## config.mk

```make
export PLATFORM = sky130hd
export DESIGN_NAME = cda_day_num
export DESIGN_NICKNAME = d
export VERILOG_FILES = /design/src/hdl/cda_pkg.sv /design/src/hdl/cda_day_num.sv
export SDC_FILE = /design/constraint.sdc
export NUM_CORES = 1
export LEC_CHECK = 0
export ABC_AREA = 1
export BUFFER_PORTS_ARGS = -buffer_cell sky130_fd_sc_hd__buf_2
export CAP_MARGIN = 0
export CORE_UTILIZATION = 50
export DETAILED_ROUTE_END_ITERATION = 8
export PLACE_DENSITY = 0.69
export SYNTH_ARGS = -nofsm -noshare
export SYNTH_HDL_FRONTEND = slang
export SYNTH_SLANG_ARGS = --single-unit
```

## constraint.sdc

```tcl
create_clock -name clk_i -period 9 [get_ports clk_i]
set_input_delay 0.9 -clock clk_i [delete_from_list [all_inputs] [get_ports clk_i]]
set_output_delay 0.9 -clock clk_i [all_outputs]
set_load 0.03 [all_outputs]
```

## src/hdl/cda_pkg.sv

```systemverilog
// shared widths, constants, op codes and the month start table of the date unit
package cda_pkg;

  localparam int unsigned FRAC_BITS_DEF = 16;

  localparam int OP_W   = 2;
  localparam int YEAR_W = 14;
  localparam int MON_W  = 4;
  localparam int DAY_W  = 5;
  localparam int FRAC_W = 31;

  // internal day number, counted from a point 400 years before 0000-03-01
  localparam int DN_W = 23;
  // day number within the civil window, counted from 0000-03-01
  localparam int Z_W  = 22;

  localparam int unsigned DAYS_YEAR = 365;
  localparam int unsigned DAYS_HALF = 182;
  localparam int unsigned ERA_DAYS  = 146097;
  localparam int unsigned YR_OFS    = 400;
  // 9999-12-31 in the civil window; 0001-01-01 lands on 306
  localparam int unsigned Z_MIN     = 306;
  localparam int unsigned Z_MAX     = 3652364;

  // reciprocal of 365, exact for quotients below 5000 with any remainder
  localparam int          S365 = 26;
  localparam logic [18:0] K365 = 19'(((64'd1 << S365) + 64'd364) / 64'd365);

  typedef enum logic [OP_W-1:0] {
    OP_ADD  = 2'd0,
    OP_SUB  = 2'd1,
    OP_DIFF = 2'd2
  } op_e;

  typedef struct packed {
    op_e  op;
    logic a_before_b;
    logic dates_equal;
  } ctl_t;

  // days from the first of march to the first of the month, march-based index
  function automatic logic [8:0] month_start(input logic [3:0] mp);
    logic [8:0] r;
    unique case (mp)
      4'd0:    r = 9'd0;
      4'd1:    r = 9'd31;
      4'd2:    r = 9'd61;
      4'd3:    r = 9'd92;
      4'd4:    r = 9'd122;
      4'd5:    r = 9'd153;
      4'd6:    r = 9'd184;
      4'd7:    r = 9'd214;
      4'd8:    r = 9'd245;
      4'd9:    r = 9'd275;
      4'd10:   r = 9'd306;
      4'd11:   r = 9'd337;
      default: r = 9'd0;
    endcase
    return r;
  endfunction

endpackage

```

## src/hdl/cda_day_num.sv

```systemverilog
// two-stage conversion of year, month and day into a linear day number
module cda_day_num (
  input  logic                        clk_i,
  input  logic [cda_pkg::YEAR_W-1:0]  year_i,
  input  logic [cda_pkg::MON_W-1:0]   month_i,
  input  logic [cda_pkg::DAY_W-1:0]   day_i,
  output logic [cda_pkg::DN_W-1:0]    dnum_o
);
  import cda_pkg::*;

  localparam int YW   = YEAR_W + 1;
  localparam int S100 = YW + 7;
  localparam int KW   = S100 - 6;
  localparam logic [KW-1:0] K100 = KW'(((64'd1 << S100) + 64'd99) / 64'd100);

  logic [MON_W-1:0]   mon_c;
  logic               early;
  logic [3:0]         mp;
  logic [YW-1:0]      yy;
  logic [YW+KW-1:0]   c100_prod;

  logic [DN_W-1:0]    y365_d, y365_q;
  logic [YW-3:0]      yq4_d, yq4_q;
  logic [7:0]         c100_d, c100_q;
  logic [9:0]         doyp1_d, doyp1_q;
  logic [DN_W-1:0]    dnum_d, dnum_q;

  // stage 1: clamp month, shift to a march-based year, scale
  always_comb begin
    if (month_i == MON_W'(0)) begin
      mon_c = MON_W'(1);
    end else if (month_i > MON_W'(12)) begin
      mon_c = MON_W'(12);
    end else begin
      mon_c = month_i;
    end
    early     = (mon_c <= MON_W'(2));
    mp        = early ? 4'(mon_c + MON_W'(9)) : 4'(mon_c - MON_W'(3));
    yy        = YW'(year_i) + YW'(YR_OFS) - YW'(early);
    c100_prod = (YW+KW)'(yy) * (YW+KW)'(K100);
    y365_d    = DN_W'(yy) * DN_W'(DAYS_YEAR);
    yq4_d     = yy[YW-1:2];
    c100_d    = c100_prod[S100 +: 8];
    doyp1_d   = 10'(month_start(mp)) + 10'(day_i);
  end

  // stage 2: leap corrections and day of year
  always_comb begin
    dnum_d = y365_q + DN_W'(yq4_q) - DN_W'(c100_q) + DN_W'(c100_q[7:2])
           + DN_W'(doyp1_q) - DN_W'(1);
  end

  always_ff @(posedge clk_i) begin
    y365_q  <= y365_d;
    yq4_q   <= yq4_d;
    c100_q  <= c100_d;
    doyp1_q <= doyp1_d;
    dnum_q  <= dnum_d;
  end

  assign dnum_o = dnum_q;

endmodule

```

==> summary.md <==
| Metric | Value |
|---|---|
| Status | `finished, final reports clean` |
| Via/cell ratio | `4.991` |
| GRT Total Usage | `0.2392` |
| I/O pins | `47` |
| Critical path type | `in2reg` |
| CP max stage delay | `540 ps` |
| YS warnings | `0` |
| Antenna violations before repair | `1` |
| Final setup TNS | `0 ps` |
| Top cell type's share of synthesized area | `0.2445` |
| Post-Synth Simple-Gate Area | `0.1348` |
| CP required | `between 9000 and 10000 ps` |
| Slew Limit Fails | `0` |
| Detailed-placement wirelength estimate | `22.66 mm` |
| Xor/xnor share of the synthesized area | `0.05052` |
| Ant diodes | `0` |
| R2r setup slk | `5070 ps` |
| Largest area contributor in the netlist | `fa_1` |
| Synth async-reset ratio | `0` |
| Slowest CP cell | `fa_1` |
| Detailed Routing Iterations Pass 1 | `5` |
| Post-cts hold buffer count | `0` |
| P&R area growth vs syn | `7.997%` |
| Vias | `8510` |
| Post-route DRC violation count | `0` |
| Final min period | `7228 ps` |
| Worst Tran Pin Value | `1157 ps` |
| Capture point of the worst reg-to-reg path | `dnum_o[17]` |
| Adder-cell area share of the yosys netlist | `0.4776` |
| Postcts setup bufs | `0` |
| Crit path depth | `36` |
| Nets | `around 1800` |
| CP most frequent cell | `inv_1` |
| RSZ-0062 raised after global routing | `no` |
| Reg2reg path depth | `18` |
| Root Driver | `clkbuf_16` |
| TritonCTS clock tree | `built` |
| CP arrival | `roughly 7500 ps` |
| CTS clock-pin slew for the worst setup and hold paths | `60 ps` |
| Longest Clk Path Bufs | `2` |
| Cells after Synth | `1362` |
| GPL Wtd Cong | `0.9105` |
| R2r startpoint | `y365_q[1]` |
| Setup WS pre-CTS | `1378 ps` |
| Largest family of logic cells by synthesized area | `adder cells` |
| Fillers | `2065` |
| Area of placed instances | `0.01181 mm^2` |
| Worst-Skew Late Latency | `340 ps` |
| Initial DRC count | `between 300 and 400` |
| Routed WL | `25.37 mm` |
| Hold Crit Depth | `1` |
| Fmax | `138.3 MHz` |
| Element type at the critical path start | `input port` |
| Clock Skews | `7.698 ps` |
| Largest net degree at the start of global routing | `14` |
| Post-synth EDFFs | `0` |
| Post-synthesis sequential area ratio | `0.1374` |
| CP max FO | `5` |
| Wire length per cell | `14.88 um` |
| Final Hold Fails | `0` |
| Antenna-violating nets left | `0` |
| Sink of the worst hold path | `dnum_o[0]` |
| Core ar. | `0.02189 mm^2` |
| Grt ovf | `0` |
| Synth Area in Compound Gates | `0.07116` |
| HP Start | `doyp1_q[0]` |
| Max-Cap Viols | `0` |
| Ys flop type | `dfxtp_1` |
| Final Core Density | `0.5534` |
| Netlist cell types | `38` |
| Synth Area per Inst | `about 8.2 um^2` |
| Ranking of synthesized cells by area | `fa_1 24%, ha_1 23%, dfxtp_1 14%` |
| Synthesized cell area | `between 0.01 and 0.015 mm^2` |
| Post-route cell area | `approximately 0.012 mm^2` |
| Initial Util | `0.5125` |
| Post-CTS sizing | `0` |
| Mux contribution to synthesized area | `0` |
| Yosys reg bits | `77` |
| First-pass GRT wire length | `41.68 mm` |
| CP top delay family | `adder cells` |
| H-tree depth | `3` |
| CTS Buf Count | `9` |
| Slew headroom | `0.2259` |
| Row count | `54` |
| Final setup viols | `0` |
| Die area | `0.02304 mm^2` |
| Worst min path class | `reg2reg` |
| Syn Nets | `roughly 1700` |
| CTS Sinks | `77` |
| Chip width | `151.8 um` |
| Number of global-route vias before repair | `8542` |
| Worst Path Buf+Inv | `10` |
| Setup crit end kind | `flop` |
| Layout cells sized above 1 | `0.06947` |
| Final worst setup slack | `1772 ps` |
| Final Cycle Share | `0.8031` |
| Die Y | `151.8 um` |
| PortBufs | `46` |
==> sequential cells by signal, indices dropped and copies added (netlist names) <==
signal,cells
y365_q,23
c100_q,8
doyp1_q,10
dnum_o,23
yq4_q,13
==> stage by stage <==
stage,instances,hold WS [ps]
detailed placement,1689,447.2
floorplan,1362,432.4
global route,1705,469.5
finish,1705,456.1
global placement,1689,440.1
CTS,1705,461.7
==> final cells by class <==
type	count	area [um^2]	share of cell area
tap	280	350.3	0.02892
multi-input combinational	902	8239	0.6801
clock inverter	6	62.56	0.005164
clock buffer	10	239.0	0.01973
inverter	381	1430	0.1180
sequential	77	1541	0.1272
timing repair buffer	49	252.7	0.02086
==> metal layers <==
layer / GRT usage / vias up / routed length [um]
li1: - / 4297 / -
met1: 0.3119 / 4006 / 11630
met2: 0.4191 / 170 / 12240
met3: 0.02545 / 37 / 977
met4: 0.06337 / 0 / 529
met5: 0 / - / 0
==> cell usage in the layout, fill, tap and decap left out, drive strengths merged <==
cell and count:
inv 381, ha 209, nand2 194, fa 137, nor2 82, dfxtp 77
a21oi 69, nand3 55, xor2 50, buf 49, o21ai 44, xnor2 13
nand4 10, clkbuf 10, a21o 9, nor3 7, a31oi 5, o21bai 4
a211oi 4, o211ai 3, clkinvlp 3, clkinv 2, o31ai 1, nand3b 1
a21boi 1, and2 1, a22oi 1, o211a 1, bufinv 1, conb 1
==> synth_stat cells (all sizes together), types with 2 or more instances <==
master	n
inv	381
ha	209
nand2	194
fa	137
nor2	82
dfxtp	77
a21oi	69
nand3	55
xor2	50
o21ai	44
xnor2	13
nand4	10
a21o	9
nor3	7
a31oi	5
a211oi	4
o21bai	4
o211ai	3
clkbuf	2
==> how the worst max path moves through the flow <==
stage | from | end | slack [ps]
after floorplan | month_i[3] | c100_q[4] | 2260
after global placement | month_i[3] | c100_q[7] | 1490
after detailed placement | month_i[3] | c100_q[7] | 1380
after CTS | month_i[3] | c100_q[7] | 1720
after global routing | month_i[3] | c100_q[7] | 1240
final | month_i[3] | c100_q[7] | 1770
==> worst reg2reg max path, stage by stage, from the launching register on <==
cell,delay [ps]
dfxtp_1,310
inv_1,50
fa_1,540
inv_1,60
fa_1,510
inv_1,60
fa_1,450
inv_1,70
ha_1,210
inv_1,90
fa_1,400
inv_1,140
nand3_1,80
nand3_1,120
a21oi_1,110
o21ai_1,280
nand3_1,110
nand2_1,100
xor2_1,160
==> cell families (layout without fill, tap and decap cells) <==
kind of cell / Yosys count / in the layout
buffers and inverters: 383 / 446
AND/OR/NAND/NOR: 350 / 350
adder cells (fa/ha/maj): 346 / 346
AO/OA/AOI/OAI: 142 / 142
flip-flops: 77 / 77
XOR/XNOR: 63 / 63
other: 1 / 1
Power is not shown: default switching activity piles up to over one toggle a cycle in this logic, so the estimate is an artifact.
