--- src/hdl/cda_pkg.sv ---
// shared widths, constants, op codes and the month start table of the date unit
package cda_pkg;

  localparam int unsigned FRAC_BITS_DEF = 16;

  localparam int OP_W   = 2;
  localparam int YEAR_W = 14;
  localparam int MON_W  = 4;
  localparam int DAY_W  = 5;
  localparam int FRAC_W = 31;

  // internal day number, counted from a point 400 years before 0000-03-01
  localparam int DN_W = 23;
  // day number within the civil window, counted from 0000-03-01
  localparam int Z_W  = 22;

  localparam int unsigned DAYS_YEAR = 365;
  localparam int unsigned DAYS_HALF = 182;
  localparam int unsigned ERA_DAYS  = 146097;
  localparam int unsigned YR_OFS    = 400;
  // 9999-12-31 in the civil window; 0001-01-01 lands on 306
  localparam int unsigned Z_MIN     = 306;
  localparam int unsigned Z_MAX     = 3652364;

  // reciprocal of 365, exact for quotients below 5000 with any remainder
  localparam int          S365 = 26;
  localparam logic [18:0] K365 = 19'(((64'd1 << S365) + 64'd364) / 64'd365);

  typedef enum logic [OP_W-1:0] {
    OP_ADD  = 2'd0,
    OP_SUB  = 2'd1,
    OP_DIFF = 2'd2
  } op_e;

  typedef struct packed {
    op_e  op;
    logic a_before_b;
    logic dates_equal;
  } ctl_t;

  // days from the first of march to the first of the month, march-based index
  function automatic logic [8:0] month_start(input logic [3:0] mp);
    logic [8:0] r;
    unique case (mp)
      4'd0:    r = 9'd0;
      4'd1:    r = 9'd31;
      4'd2:    r = 9'd61;
      4'd3:    r = 9'd92;
      4'd4:    r = 9'd122;
      4'd5:    r = 9'd153;
      4'd6:    r = 9'd184;
      4'd7:    r = 9'd214;
      4'd8:    r = 9'd245;
      4'd9:    r = 9'd275;
      4'd10:   r = 9'd306;
      4'd11:   r = 9'd337;
      default: r = 9'd0;
    endcase
    return r;
  endfunction

endpackage

--- src/hdl/cda_days_frac.sv ---
// six-stage rounded division of a day count by 365 into a saturated fixed-point year
module cda_days_frac #(
  parameter int unsigned FRAC_BITS = cda_pkg::FRAC_BITS_DEF
) (
  input  logic                        clk_i,
  input  logic [cda_pkg::DN_W-1:0]    mag_i,
  input  logic                        neg_i,
  output logic [cda_pkg::FRAC_W-1:0]  frac_o
);
  import cda_pkg::*;

  localparam int SQ = DN_W + 9;
  localparam logic [23:0] KQ = 24'(((64'd1 << SQ) + 64'd364) / 64'd365);
  // 2**FRAC_BITS = 365 * A_HI + B_LO
  localparam logic [15:0] A_HI = 16'((64'd1 << FRAC_BITS) / 64'd365);
  localparam logic [8:0]  B_LO = 9'((64'd1 << FRAC_BITS) % 64'd365);
  localparam int QW = FRAC_BITS + 17;
  localparam logic [47:0] LIM_POS = 48'h0000_3FFF_FFFF;
  localparam logic [47:0] LIM_NEG = 48'h0000_4000_0000;

  logic [DN_W+23:0] pq;
  logic [36:0]      prb;
  logic [47:0]      qx, lim, sat;

  logic [DN_W-1:0]  mag1_q;
  logic [14:0]      qi1_d, qi1_q, qi2_q, qi3_q, qi4_q;
  logic [8:0]       r2_d, r2_q;
  logic [24:0]      ar3_d, ar3_q, ar4_q;
  logic [17:0]      rb3_d, rb3_q;
  logic [8:0]       rbq4_d, rbq4_q;
  logic [QW-1:0]    q5_d, q5_q;
  logic [FRAC_W-1:0] frac6_d, frac6_q;
  logic             neg1_q, neg2_q, neg3_q, neg4_q, neg5_q;

  always_comb begin
    // whole quotient and remainder by 365
    pq      = (DN_W+24)'(mag_i) * (DN_W+24)'(KQ);
    qi1_d   = pq[SQ +: 15];
    r2_d    = 9'(mag1_q - DN_W'(qi1_q) * DN_W'(DAYS_YEAR));
    // remainder scaled by 2**FRAC_BITS, split around 365
    ar3_d   = 25'(r2_q) * 25'(A_HI);
    rb3_d   = 18'(r2_q) * 18'(B_LO) + 18'(DAYS_HALF);
    prb     = 37'(rb3_q) * 37'(K365);
    rbq4_d  = prb[S365 +: 9];
    q5_d    = (QW'(qi4_q) << FRAC_BITS) + QW'(ar4_q) + QW'(rbq4_q);
    // saturate then apply sign
    qx      = 48'(q5_q);
    lim     = neg5_q ? LIM_NEG : LIM_POS;
    sat     = (qx > lim) ? lim : qx;
    frac6_d = neg5_q ? FRAC_W'(-sat) : FRAC_W'(sat);
  end

  always_ff @(posedge clk_i) begin
    mag1_q  <= mag_i;
    qi1_q   <= qi1_d;
    neg1_q  <= neg_i;
    r2_q    <= r2_d;
    qi2_q   <= qi1_q;
    neg2_q  <= neg1_q;
    ar3_q   <= ar3_d;
    rb3_q   <= rb3_d;
    qi3_q   <= qi2_q;
    neg3_q  <= neg2_q;
    rbq4_q  <= rbq4_d;
    ar4_q   <= ar3_q;
    qi4_q   <= qi3_q;
    neg4_q  <= neg3_q;
    q5_q    <= q5_d;
    neg5_q  <= neg4_q;
    frac6_q <= frac6_d;
  end

  assign frac_o = frac6_q;

endmodule

--- config.mk ---
export PLATFORM = sky130hd
export DESIGN_NAME = cda_days_frac
export DESIGN_NICKNAME = d
export VERILOG_FILES = /design/src/hdl/cda_pkg.sv /design/src/hdl/cda_days_frac.sv
export SDC_FILE = /design/constraint.sdc
export NUM_CORES = 1
export LEC_CHECK = 0
export BUFFER_PORTS_ARGS = -buffer_cell sky130_fd_sc_hd__clkbuf_2
export CAP_MARGIN = 25
export CORE_ASPECT_RATIO = 1.75
export CORE_MARGIN = 10
export CORE_UTILIZATION = 35
export CTS_BUF_LIST = sky130_fd_sc_hd__clkbuf_2
export DETAILED_ROUTE_END_ITERATION = 8
export PLACE_DENSITY_LB_ADDON = 0.1
export SKIP_LAST_GASP = 1
export SYNTH_ARGS = -nofsm -noshare
export SYNTH_HDL_FRONTEND = slang
export SYNTH_SLANG_ARGS = --single-unit
export TNS_END_PERCENT = 1
--- constraint.sdc ---
create_clock -name clk_i -period 10.1 [get_ports clk_i]
set_clock_uncertainty 0.2 [all_clocks]
set_input_delay 0.505 -clock clk_i [delete_from_list [all_inputs] [get_ports clk_i]]
set_output_delay 0.505 -clock clk_i [all_outputs]
set_load 0.005 [all_outputs]
==> flow_metrics.env <==
export IMPL_status="completed"
export IMPL_grt_pass1_wl_um=95900
export IMPL_drive_gt1_share_pct=6.20
export IMPL_drtIter0Drc=416
export IMPL_finalSetupViolCount=0
export IMPL_cp_cell_sequence="dlygate4sd3_1 > clkbuf_2 > fa_1 > ha_1 > inv_1 > fa_1 > inv_1 > fa_1 > fa_1 > fa_1 > inv_1 > fa_1 > inv_1 > ha_1 > a21o_1 > a21oi_1 > o21bai_1 > or4_1 > o21ai_1 > o31a_2 > o31ai_1 > or4_1 > nand3_1"
export IMPL_cts_tree="built"
export IMPL_cpPeakStageDelay_ps=560
export IMPL_fp_row_count=128
export IMPL_antenna_found_initial=1
export IMPL_cp_depth=23
export IMPL_overflow=0
export IMPL_numCtsBuffers=50
export IMPL_syn_to_final_growth_pct=8.25
export IMPL_ys_seq_area_share_pct=16.8
export IMPL_crit_slowest_cell="fa_1"
export IMPL_cts_resized=0
export IMPL_synth_edf_count=0
export IMPL_post_cts_buffers=0
export IMPL_r2r_setup_slack_ps=3340
export IMPL_cts_root_buf="clkbuf_2"
export IMPL_fmax_mhz=144
export IMPL_rr_startpoint="rb3_q[8]"
export IMPL_path_buf_inv=6
export IMPL_start_util_pct=35.2
export IMPL_ys_ff_latch=206
export IMPL_worst_setup_path_end_kind="register"
export IMPL_clk_pin_slew_worst_paths_ps=110
export IMPL_async_flop_share_pct=0
export IMPL_start_kind="input port"
export IMPL_grt_pass1_vias=18100
export IMPL_fp_dieH_um=370
export IMPL_syn_avg_cell_area_um2=10.2
export IMPL_reg2reg_depth=16
export IMPL_drc=0
export IMPL_holdWs_ps=102
export IMPL_worstMarginPinSlew_ps=993
export IMPL_wl_um=58600
export IMPL_drt_pass1_iter_count=5
export IMPL_dr_total_vias=16100
export IMPL_place_gp_congestion=0.941
export IMPL_rsz0062_at_grt="no"
export IMPL_syn_instance_count=2394
export IMPL_io_pins=56
export IMPL_yosysWarnings=0
export IMPL_layout_common_cells="inv_1 (624), ha_1 (531), fa_1 (358), dfxtp_1 (205), clkbuf_2 (117)"
export IMPL_post_route_period_util_pct=68.7
export IMPL_nets=3410
export IMPL_clock_sinks=206
export IMPL_htree_levels=2
export IMPL_finalHoldViolations=0
export IMPL_die_x_um=220
export IMPL_yosys_cell_types_count=69
export IMPL_layout_cells_most_common="inv_1"
export IMPL_place_ws_ps=2740
export IMPL_clk_insertion_delay_late_ps=850
export IMPL_timing_critical_path_mode_cell="fa_1"
export IMPL_endpoint="qi1_q[14]"
export IMPL_vias_per_cell=4.67
export IMPL_hold_path_class="reg -> reg"
export IMPL_synth_nets=3308
export IMPL_ys_flop_type="dfxtp_1"
export IMPL_fin_tns_setup_ps=0
export IMPL_required_ps=10690
export IMPL_die_area_mm2=0.0814
export IMPL_io_buffer_count=55
export IMPL_setup_ws_ps=3160
export IMPL_critPathTopFamily="adder cells"
export IMPL_final_antenna_net_count=0
export IMPL_dp_hpwl_um=51500
export IMPL_grt_usage_pct=15.1
export IMPL_min_period_ps=6940
export IMPL_slew_viol_final=0
export IMPL_critPathLaunch="mag_i[6]"
export IMPL_wl_per_cell_um=17.0
export IMPL_cts_buffer_depth=3
export IMPL_synth_area_mm2=0.0245
export IMPL_r2r_end="rbq4_q[7]"
export IMPL_grt_max_degree=74
export IMPL_cp_arrival_ps=7530
export IMPL_core_mm2=0.0695
export IMPL_slew_headroom_pct=33.4
export IMPL_maxCapViolations=0
export IMPL_critPathKind="in -> reg"
export IMPL_cp_max_fo=10
==> routing by layer <==
metal	track usage [%]	part of all wire, %	up-vias
met2	30.6	58	204
met1	14.7	35	7908
met5	0	0	-
met3	1.41	2.2	94
met4	6.72	4.7	0
li1	-	-	7869
==> stage by stage <==
step	instances	util, %	cell area, µm²
final	3442	38.1	26500
after global routing	3442	38.1	26500
after floorplan	2394	-	24500
after CTS	3441	38.1	26500
after global placement	3343	37.2	25900
after detailed placement	3343	37.2	25900
==> worst min-delay path by stage <==
stage,cells after the start,end,from
after floorplan,0,ar4_q[10],ar3_q[10]
after global placement,0,ar4_q[8],ar3_q[8]
after detailed placement,0,ar4_q[13],ar3_q[13]
after CTS,0,neg4_q,neg3_q
after global routing,0,qi3_q[11],qi2_q[11]
final,0,neg4_q,neg3_q
==> final cells by class <==
| class | count | area (µm²) |
|---|---|---|
| Antenna cell | 1 | 2.50 |
| Clock buffer | 62 | 310 |
| Clock inverter | 25 | 224 |
| Fill cell | 7099 | 43000 |
| Inverter | 624 | 2340 |
| Multi-Input combinational cell | 1543 | 17900 |
| Sequential cell | 206 | 4130 |
| Tap cell | 910 | 1140 |
| Timing Repair Buffer | 71 | 423 |
==> cells by family (layout without fill, tap and decap cells) <==
group	Yosys count	count (layout)	share of synthesized area, %
adder cells (fa/ha/maj)	889	889	56.4
buffers and inverters	645	782	9.89
AND/OR/NAND/NOR	295	295	6.39
AO/OA/AOI/OAI	251	251	6.58
flip-flops	206	206	16.8
XOR/XNOR	101	101	3.61
multiplexers	7	7	0.291
other	0	1	0
==> state kept, by name, indices dropped and copies added, names as in the netlist, 15 cells and up <==
register,count
q5_q,32
qi4_q,15
qi1_q,15
qi3_q,15
ar4_q,17
ar3_q,16
rb3_q,18
frac_o,31
qi2_q,15
==> cells in the mapped netlist, drive strengths merged (21+ instances only) <==
| cell | number | area, µm² |
|---|---|---|
| inv | 624 | 2340 |
| ha | 531 | 6640 |
| fa | 358 | 7170 |
| dfxtp | 206 | 4120 |
| xnor2 | 82 | 718 |
| nor2 | 69 | 274 |
| a21oi | 67 | 335 |
| o21ai | 65 | 329 |
| nor3 | 57 | 308 |
| nand2 | 52 | 208 |
| a21o | 37 | 278 |
| nand4 | 22 | 138 |
| nand3 | 21 | 105 |
==> timing repair <==
action,in CTS,in global routing
setup endpoints to repair,0,0
endpoints found under the hold margin,10,0
hold buffers,11,0
Power is not shown: default switching activity piles up to over one toggle a cycle in this logic, so the estimate is an artifact.
