File: src/hdl/cda_pkg.sv
// shared widths, constants, op codes and the month start table of the date unit
package cda_pkg;

  localparam int unsigned FRAC_BITS_DEF = 16;

  localparam int OP_W   = 2;
  localparam int YEAR_W = 14;
  localparam int MON_W  = 4;
  localparam int DAY_W  = 5;
  localparam int FRAC_W = 31;

  // internal day number, counted from a point 400 years before 0000-03-01
  localparam int DN_W = 23;
  // day number within the civil window, counted from 0000-03-01
  localparam int Z_W  = 22;

  localparam int unsigned DAYS_YEAR = 365;
  localparam int unsigned DAYS_HALF = 182;
  localparam int unsigned ERA_DAYS  = 146097;
  localparam int unsigned YR_OFS    = 400;
  // 9999-12-31 in the civil window; 0001-01-01 lands on 306
  localparam int unsigned Z_MIN     = 306;
  localparam int unsigned Z_MAX     = 3652364;

  // reciprocal of 365, exact for quotients below 5000 with any remainder
  localparam int          S365 = 26;
  localparam logic [18:0] K365 = 19'(((64'd1 << S365) + 64'd364) / 64'd365);

  typedef enum logic [OP_W-1:0] {
    OP_ADD  = 2'd0,
    OP_SUB  = 2'd1,
    OP_DIFF = 2'd2
  } op_e;

  typedef struct packed {
    op_e  op;
    logic a_before_b;
    logic dates_equal;
  } ctl_t;

  // days from the first of march to the first of the month, march-based index
  function automatic logic [8:0] month_start(input logic [3:0] mp);
    logic [8:0] r;
    unique case (mp)
      4'd0:    r = 9'd0;
      4'd1:    r = 9'd31;
      4'd2:    r = 9'd61;
      4'd3:    r = 9'd92;
      4'd4:    r = 9'd122;
      4'd5:    r = 9'd153;
      4'd6:    r = 9'd184;
      4'd7:    r = 9'd214;
      4'd8:    r = 9'd245;
      4'd9:    r = 9'd275;
      4'd10:   r = 9'd306;
      4'd11:   r = 9'd337;
      default: r = 9'd0;
    endcase
    return r;
  endfunction

endpackage

File: src/hdl/cda_civil.sv
// eight-stage conversion of a day number back into year, month and day
module cda_civil (
  input  logic                        clk_i,
  input  logic [cda_pkg::Z_W-1:0]     z_i,
  output logic [cda_pkg::YEAR_W-1:0]  year_o,
  output logic [cda_pkg::MON_W-1:0]   month_o,
  output logic [cda_pkg::DAY_W-1:0]   day_o
);
  import cda_pkg::*;

  localparam int SERA   = Z_W + 18;
  localparam int S1460  = 29;
  localparam int S36524 = 34;
  localparam int S100   = 16;
  localparam int S153   = 19;
  localparam logic [22:0] KERA   =
    23'(((64'd1 << SERA) + 64'd146096) / 64'd146097);
  localparam logic [18:0] K1460  = 19'(((64'd1 << S1460) + 64'd1459) / 64'd1460);
  localparam logic [18:0] K36524 = 19'(((64'd1 << S36524) + 64'd36523) / 64'd36524);
  localparam logic [9:0]  K100   = 10'(((64'd1 << S100) + 64'd99) / 64'd100);
  localparam logic [11:0] K153   = 12'(((64'd1 << S153) + 64'd152) / 64'd153);

  logic [Z_W+22:0] pera;
  logic [36:0]     p1460, p36524, p365;
  logic [18:0]     p100;
  logic [10:0]     x153;
  logic [22:0]     p153;

  logic [4:0]  era1_d, era1_q, era2_q, era3_q, era4_q, era5_q;
  logic [Z_W-1:0] z1_q;
  logic [17:0] doe2_d, doe2_q, doe3_q, doe4_q, doe5_q;
  logic [6:0]  n1460_d, n1460_q;
  logic [2:0]  n36524_d, n36524_q;
  logic        full_d, full_q;
  logic [17:0] t_d, t_q;
  logic [8:0]  yoe_d, yoe_q;
  logic [8:0]  doy6_d, doy6_q, doy7_q;
  logic [YEAR_W-1:0] yr6_d, yr6_q, yr7_q;
  logic [3:0]  mp_d, mp_q;
  logic [YEAR_W-1:0] year_d, year_q;
  logic [MON_W-1:0]  month_d, month_q;
  logic [DAY_W-1:0]  day_d, day_q;

  always_comb begin
    // 400-year era
    pera     = (Z_W+23)'(z_i) * (Z_W+23)'(KERA);
    era1_d   = pera[SERA +: 5];
    // day of era
    doe2_d   = 18'(z1_q - Z_W'(era1_q) * Z_W'(ERA_DAYS));
    // leap day counts inside the era
    p1460    = 37'(doe2_q) * 37'(K1460);
    p36524   = 37'(doe2_q) * 37'(K36524);
    n1460_d  = p1460[S1460 +: 7];
    n36524_d = p36524[S36524 +: 3];
    full_d   = (doe2_q == 18'(ERA_DAYS - 1));
    t_d      = doe3_q - 18'(n1460_q) + 18'(n36524_q) - 18'(full_q);
    // year of era
    p365     = 37'(t_q) * 37'(K365);
    yoe_d    = p365[S365 +: 9];
    // day of march-based year
    p100     = 19'(yoe_q) * 19'(K100);
    doy6_d   = 9'(doe5_q - 18'(yoe_q) * 18'(DAYS_YEAR) - 18'(yoe_q[8:2])
                  + 18'(p100[S100 +: 3]));
    yr6_d    = YEAR_W'(yoe_q) + YEAR_W'(era5_q) * YEAR_W'(YR_OFS);
    // march-based month
    x153     = 11'(doy6_q) * 11'(5) + 11'(2);
    p153     = 23'(x153) * 23'(K153);
    mp_d     = p153[S153 +: 4];
    // back to january-based month and calendar year
    day_d    = DAY_W'(doy7_q - month_start(mp_q) + 9'd1);
    month_d  = (mp_q < 4'd10) ? MON_W'(mp_q + 4'd3) : MON_W'(mp_q - 4'd9);
    year_d   = yr7_q + YEAR_W'(mp_q >= 4'd10);
  end

  always_ff @(posedge clk_i) begin
    era1_q   <= era1_d;
    z1_q     <= z_i;
    era2_q   <= era1_q;
    doe2_q   <= doe2_d;
    era3_q   <= era2_q;
    doe3_q   <= doe2_q;
    n1460_q  <= n1460_d;
    n36524_q <= n36524_d;
    full_q   <= full_d;
    era4_q   <= era3_q;
    doe4_q   <= doe3_q;
    t_q      <= t_d;
    era5_q   <= era4_q;
    doe5_q   <= doe4_q;
    yoe_q    <= yoe_d;
    doy6_q   <= doy6_d;
    yr6_q    <= yr6_d;
    doy7_q   <= doy6_q;
    yr7_q    <= yr6_q;
    mp_q     <= mp_d;
    year_q   <= year_d;
    month_q  <= month_d;
    day_q    <= day_d;
  end

  assign year_o  = year_q;
  assign month_o = month_q;
  assign day_o   = day_q;

endmodule

File: config.mk
export PLATFORM = sky130hd
export DESIGN_NAME = cda_civil
export DESIGN_NICKNAME = d
export VERILOG_FILES = /design/src/hdl/cda_pkg.sv /design/src/hdl/cda_civil.sv
export SDC_FILE = /design/constraint.sdc
export NUM_CORES = 2
export LEC_CHECK = 0
export BUFFER_PORTS_ARGS = -buffer_cell sky130_fd_sc_hd__clkbuf_2
export CORE_ASPECT_RATIO = 2
export CORE_MARGIN = 10
export CORE_UTILIZATION = 25
export DETAILED_ROUTE_END_ITERATION = 7
export PLACE_DENSITY = 0.43
export SYNTH_ARGS = -nofsm -noshare
export SYNTH_HDL_FRONTEND = slang
export SYNTH_SLANG_ARGS = --single-unit
File: constraint.sdc
create_clock -name clk_i -period 7 [get_ports clk_i]
set_input_delay 0.35 -clock clk_i [delete_from_list [all_inputs] [get_ports clk_i]]
set_output_delay 0.35 -clock clk_i [all_outputs]
set_load 0.02 [all_outputs]
==> reports/results.txt <==
vias in the first global route = 25.6k
Setup CP Type = reg2reg
CP max-delay cell = fa_2
FMAX = 148 MHz
vias = 21.7k
Synth Area per Inst = 10.8 um^2
syn_nets = 4744
Placed Instance Area = 38300 um^2
largest net degree at the start of global routing = 16
Register Area = 4190 um^2
first-pass GRT wire length = 149000 um
crit share post-route = 96.6%
Starting DRT DRC Count = 396
Die H = 548 um
status = finished clean
Worst Tran Pin Value = 0.916 ns
Post-synth EDFFs = 0
drt via density = 4.10
Synth top area share = 34.3%
CTS Root Cell = clkbuf_16
Setup-failing EPs final = 0
Seq/Total Area, Yosys = 12.0%
Fill cells = 14.5k
Post-synth top cells = inv_1, ha_1, fa_1
DRT Pass-1 Iters = 6
ranking of synthesized cells by area = fa_1, ha_1, dfxtp_1
top-count cell post-synth = inv_1
initial antenna violation count = 0
Final Max Slew Viols = 0
design area = 39400 um^2
hpwl dp = 88900 um
Primary FF master, synth = dfxtp_1
die area = 156000 um^2
synthesized area = 34900 um^2
area grow syn2layout = 12.9%
WP data required = 7.46 ns
GRT Util Overall = 12.7%
CP max FO = 3
Worst setup SP type = flop
Clock Latency Late Sink = 0.58 ns
post-route DRC violation count = 0
Synth area leader = fa_1
Worst Path Arrival = 7.22 ns
Max Cap Viol = 0
Yosys reg bits = 209
Site Rows = 193
H-tree levels = 1
Gate Count Post-Synth = 3233
CTS sink cnt = 209
initial core utilization = 25.2%
most used cell along the critical path = ha_4
Critical Path End Type = flop
Routability Congestion = 0.848
Nets = 4937
RSZ-0062 raised after global routing = yes
PortBufs = 45
Synth cell types = 71
Hold/Removal Path Class = in2reg
Clock Skew = 0.0347 ns
critical path's largest stage delay = 0.59 ns
CTS max path bufs = 3
WHS = 0.0994 ns
layout cells sized above 1 = 7.58%
CTS tree = yes
Final min period = 6.76 ns
Multi-input gate area = 27300 um^2
Synth Warn # = 0
total routed wirelength = 96100 um
post-synthesis async set-or-reset flop share = 0%
Core Area = 138000 um^2
post-route ant nets = 0
total congestion overflow = 0
Final Hold Viols = 0
Slew Limit Headroom = 38.9%
Top Ports = 46
TritonCTS buffer count = 23
Reg clk slew, reported paths = 0.07 ns
die width = 284 um
per-cell routed wire length = 18.2 um
through the flow:
stage,TNS (ns),worst slack (ns),util (%),std cells
finish,0,0.241,28.5,5296
global route,-0.212,-0.124,28.5,5295
CTS,0,0.00783,28.4,5291
detailed placement,-1.07,-0.311,27.7,5246
global placement,-1.01,-0.302,27.7,5246
floorplan,0,0.0358,-,3233
path summary, 6_finish.rpt:
path	from	to	slack [ns]	depth (start not counted)
worst max register to register	doy6_q[3]	flop	0.24	32
worst max-delay path	doy6_q[3]	flop	0.24	32
worst min register to register	doe4_q[5]	doe5_q[5]	0.30	0
worst min-delay path	z_i[5]	z1_q[5]	0.1	2
worst max-delay path: cells and delay by family (launching register included):
family	cells	cell delay, ns
adder cells (fa/ha/maj)	9	3.13
AO/OA/AOI/OAI	13	1.94
buffers and inverters	5	0.52
AND/OR/NAND/NOR	3	0.37
flip-flops	1	0.34
XOR/XNOR	2	0.34
per-layer routing:
layer | track usage, % | vias up | part of all wire [%]
met5 | 0 | - | 0
met4 | 8.20 | 0 | 7.8
met3 | 0.757 | 157 | 1.4
met2 | 28.1 | 239 | 62
met1 | 10.1 | 10800 | 28
li1 | - | 10500 | -
area by class of cell:
type | instances | share of cell area [%]
Sequential cell | 209 | 10.6
Timing Repair Buffer | 171 | 3.02
Clock buffer | 28 | 1.53
Tap cell | 1852 | 5.89
Inverter | 929 | 8.86
Antenna cell | 1 | 0.00636
Multi-Input combinational cell | 2092 | 69.4
Clock inverter | 14 | 0.613
timing repair:
action	in CTS	in global routing
pin swaps	11	27
buffers inserted	2	4
hold buffers	1	0
setup endpoints to repair	5	5
endpoints found under the hold margin	1	0
gates resized for setup	9	22
logic make-up (layout without fill, tap and decap cells):
| logic type | Yosys count | in the layout | synth area share [%] |
|---|---|---|---|
| XOR/XNOR | 141 | 141 | 3.62 |
| AO/OA/AOI/OAI | 244 | 244 | 4.87 |
| other | 0 | 1 | 0 |
| AND/OR/NAND/NOR | 215 | 215 | 3.12 |
| buffers and inverters | 932 | 1142 | 10.0 |
| flip-flops | 209 | 209 | 12.0 |
| adder cells (fa/ha/maj) | 1488 | 1488 | 66.2 |
| multiplexers | 4 | 4 | 0.129 |
sequential cells by signal, summed over array words and instances, names as in the netlist, 7 cells and up, named ones only:
register  cells
doe2_q       18
year_o       14
doe5_q        9
n1460_q       7
yoe_q         9
yr7_q        14
z1_q         18
yr6_q        14
t_q          18
doy6_q        9
doe3_q       18
doe4_q        9
cell usage in the layout, fill, tap and decap left out, drive strengths merged, types with 4 or more instances in the layout:
master   count
nor3        25
o21ai       41
o21bai      14
or2          5
a21oi       76
or3          5
dfxtp      209
nand2b       8
clkbuf      73
a31oi        9
nor2        42
nand2       38
fa         598
o2111ai      7
ha         890
buf        125
o21a        11
a2111oi      6
nand3       29
xnor2      102
nand4       19
a31o         4
a21o        32
o211ai       4
inv        933
a211oi      12
and3        16
nor2b       15
xor2        39
bufinv       5
Power is not shown: default switching activity piles up to over one toggle a cycle in this logic, so the estimate is an artifact.
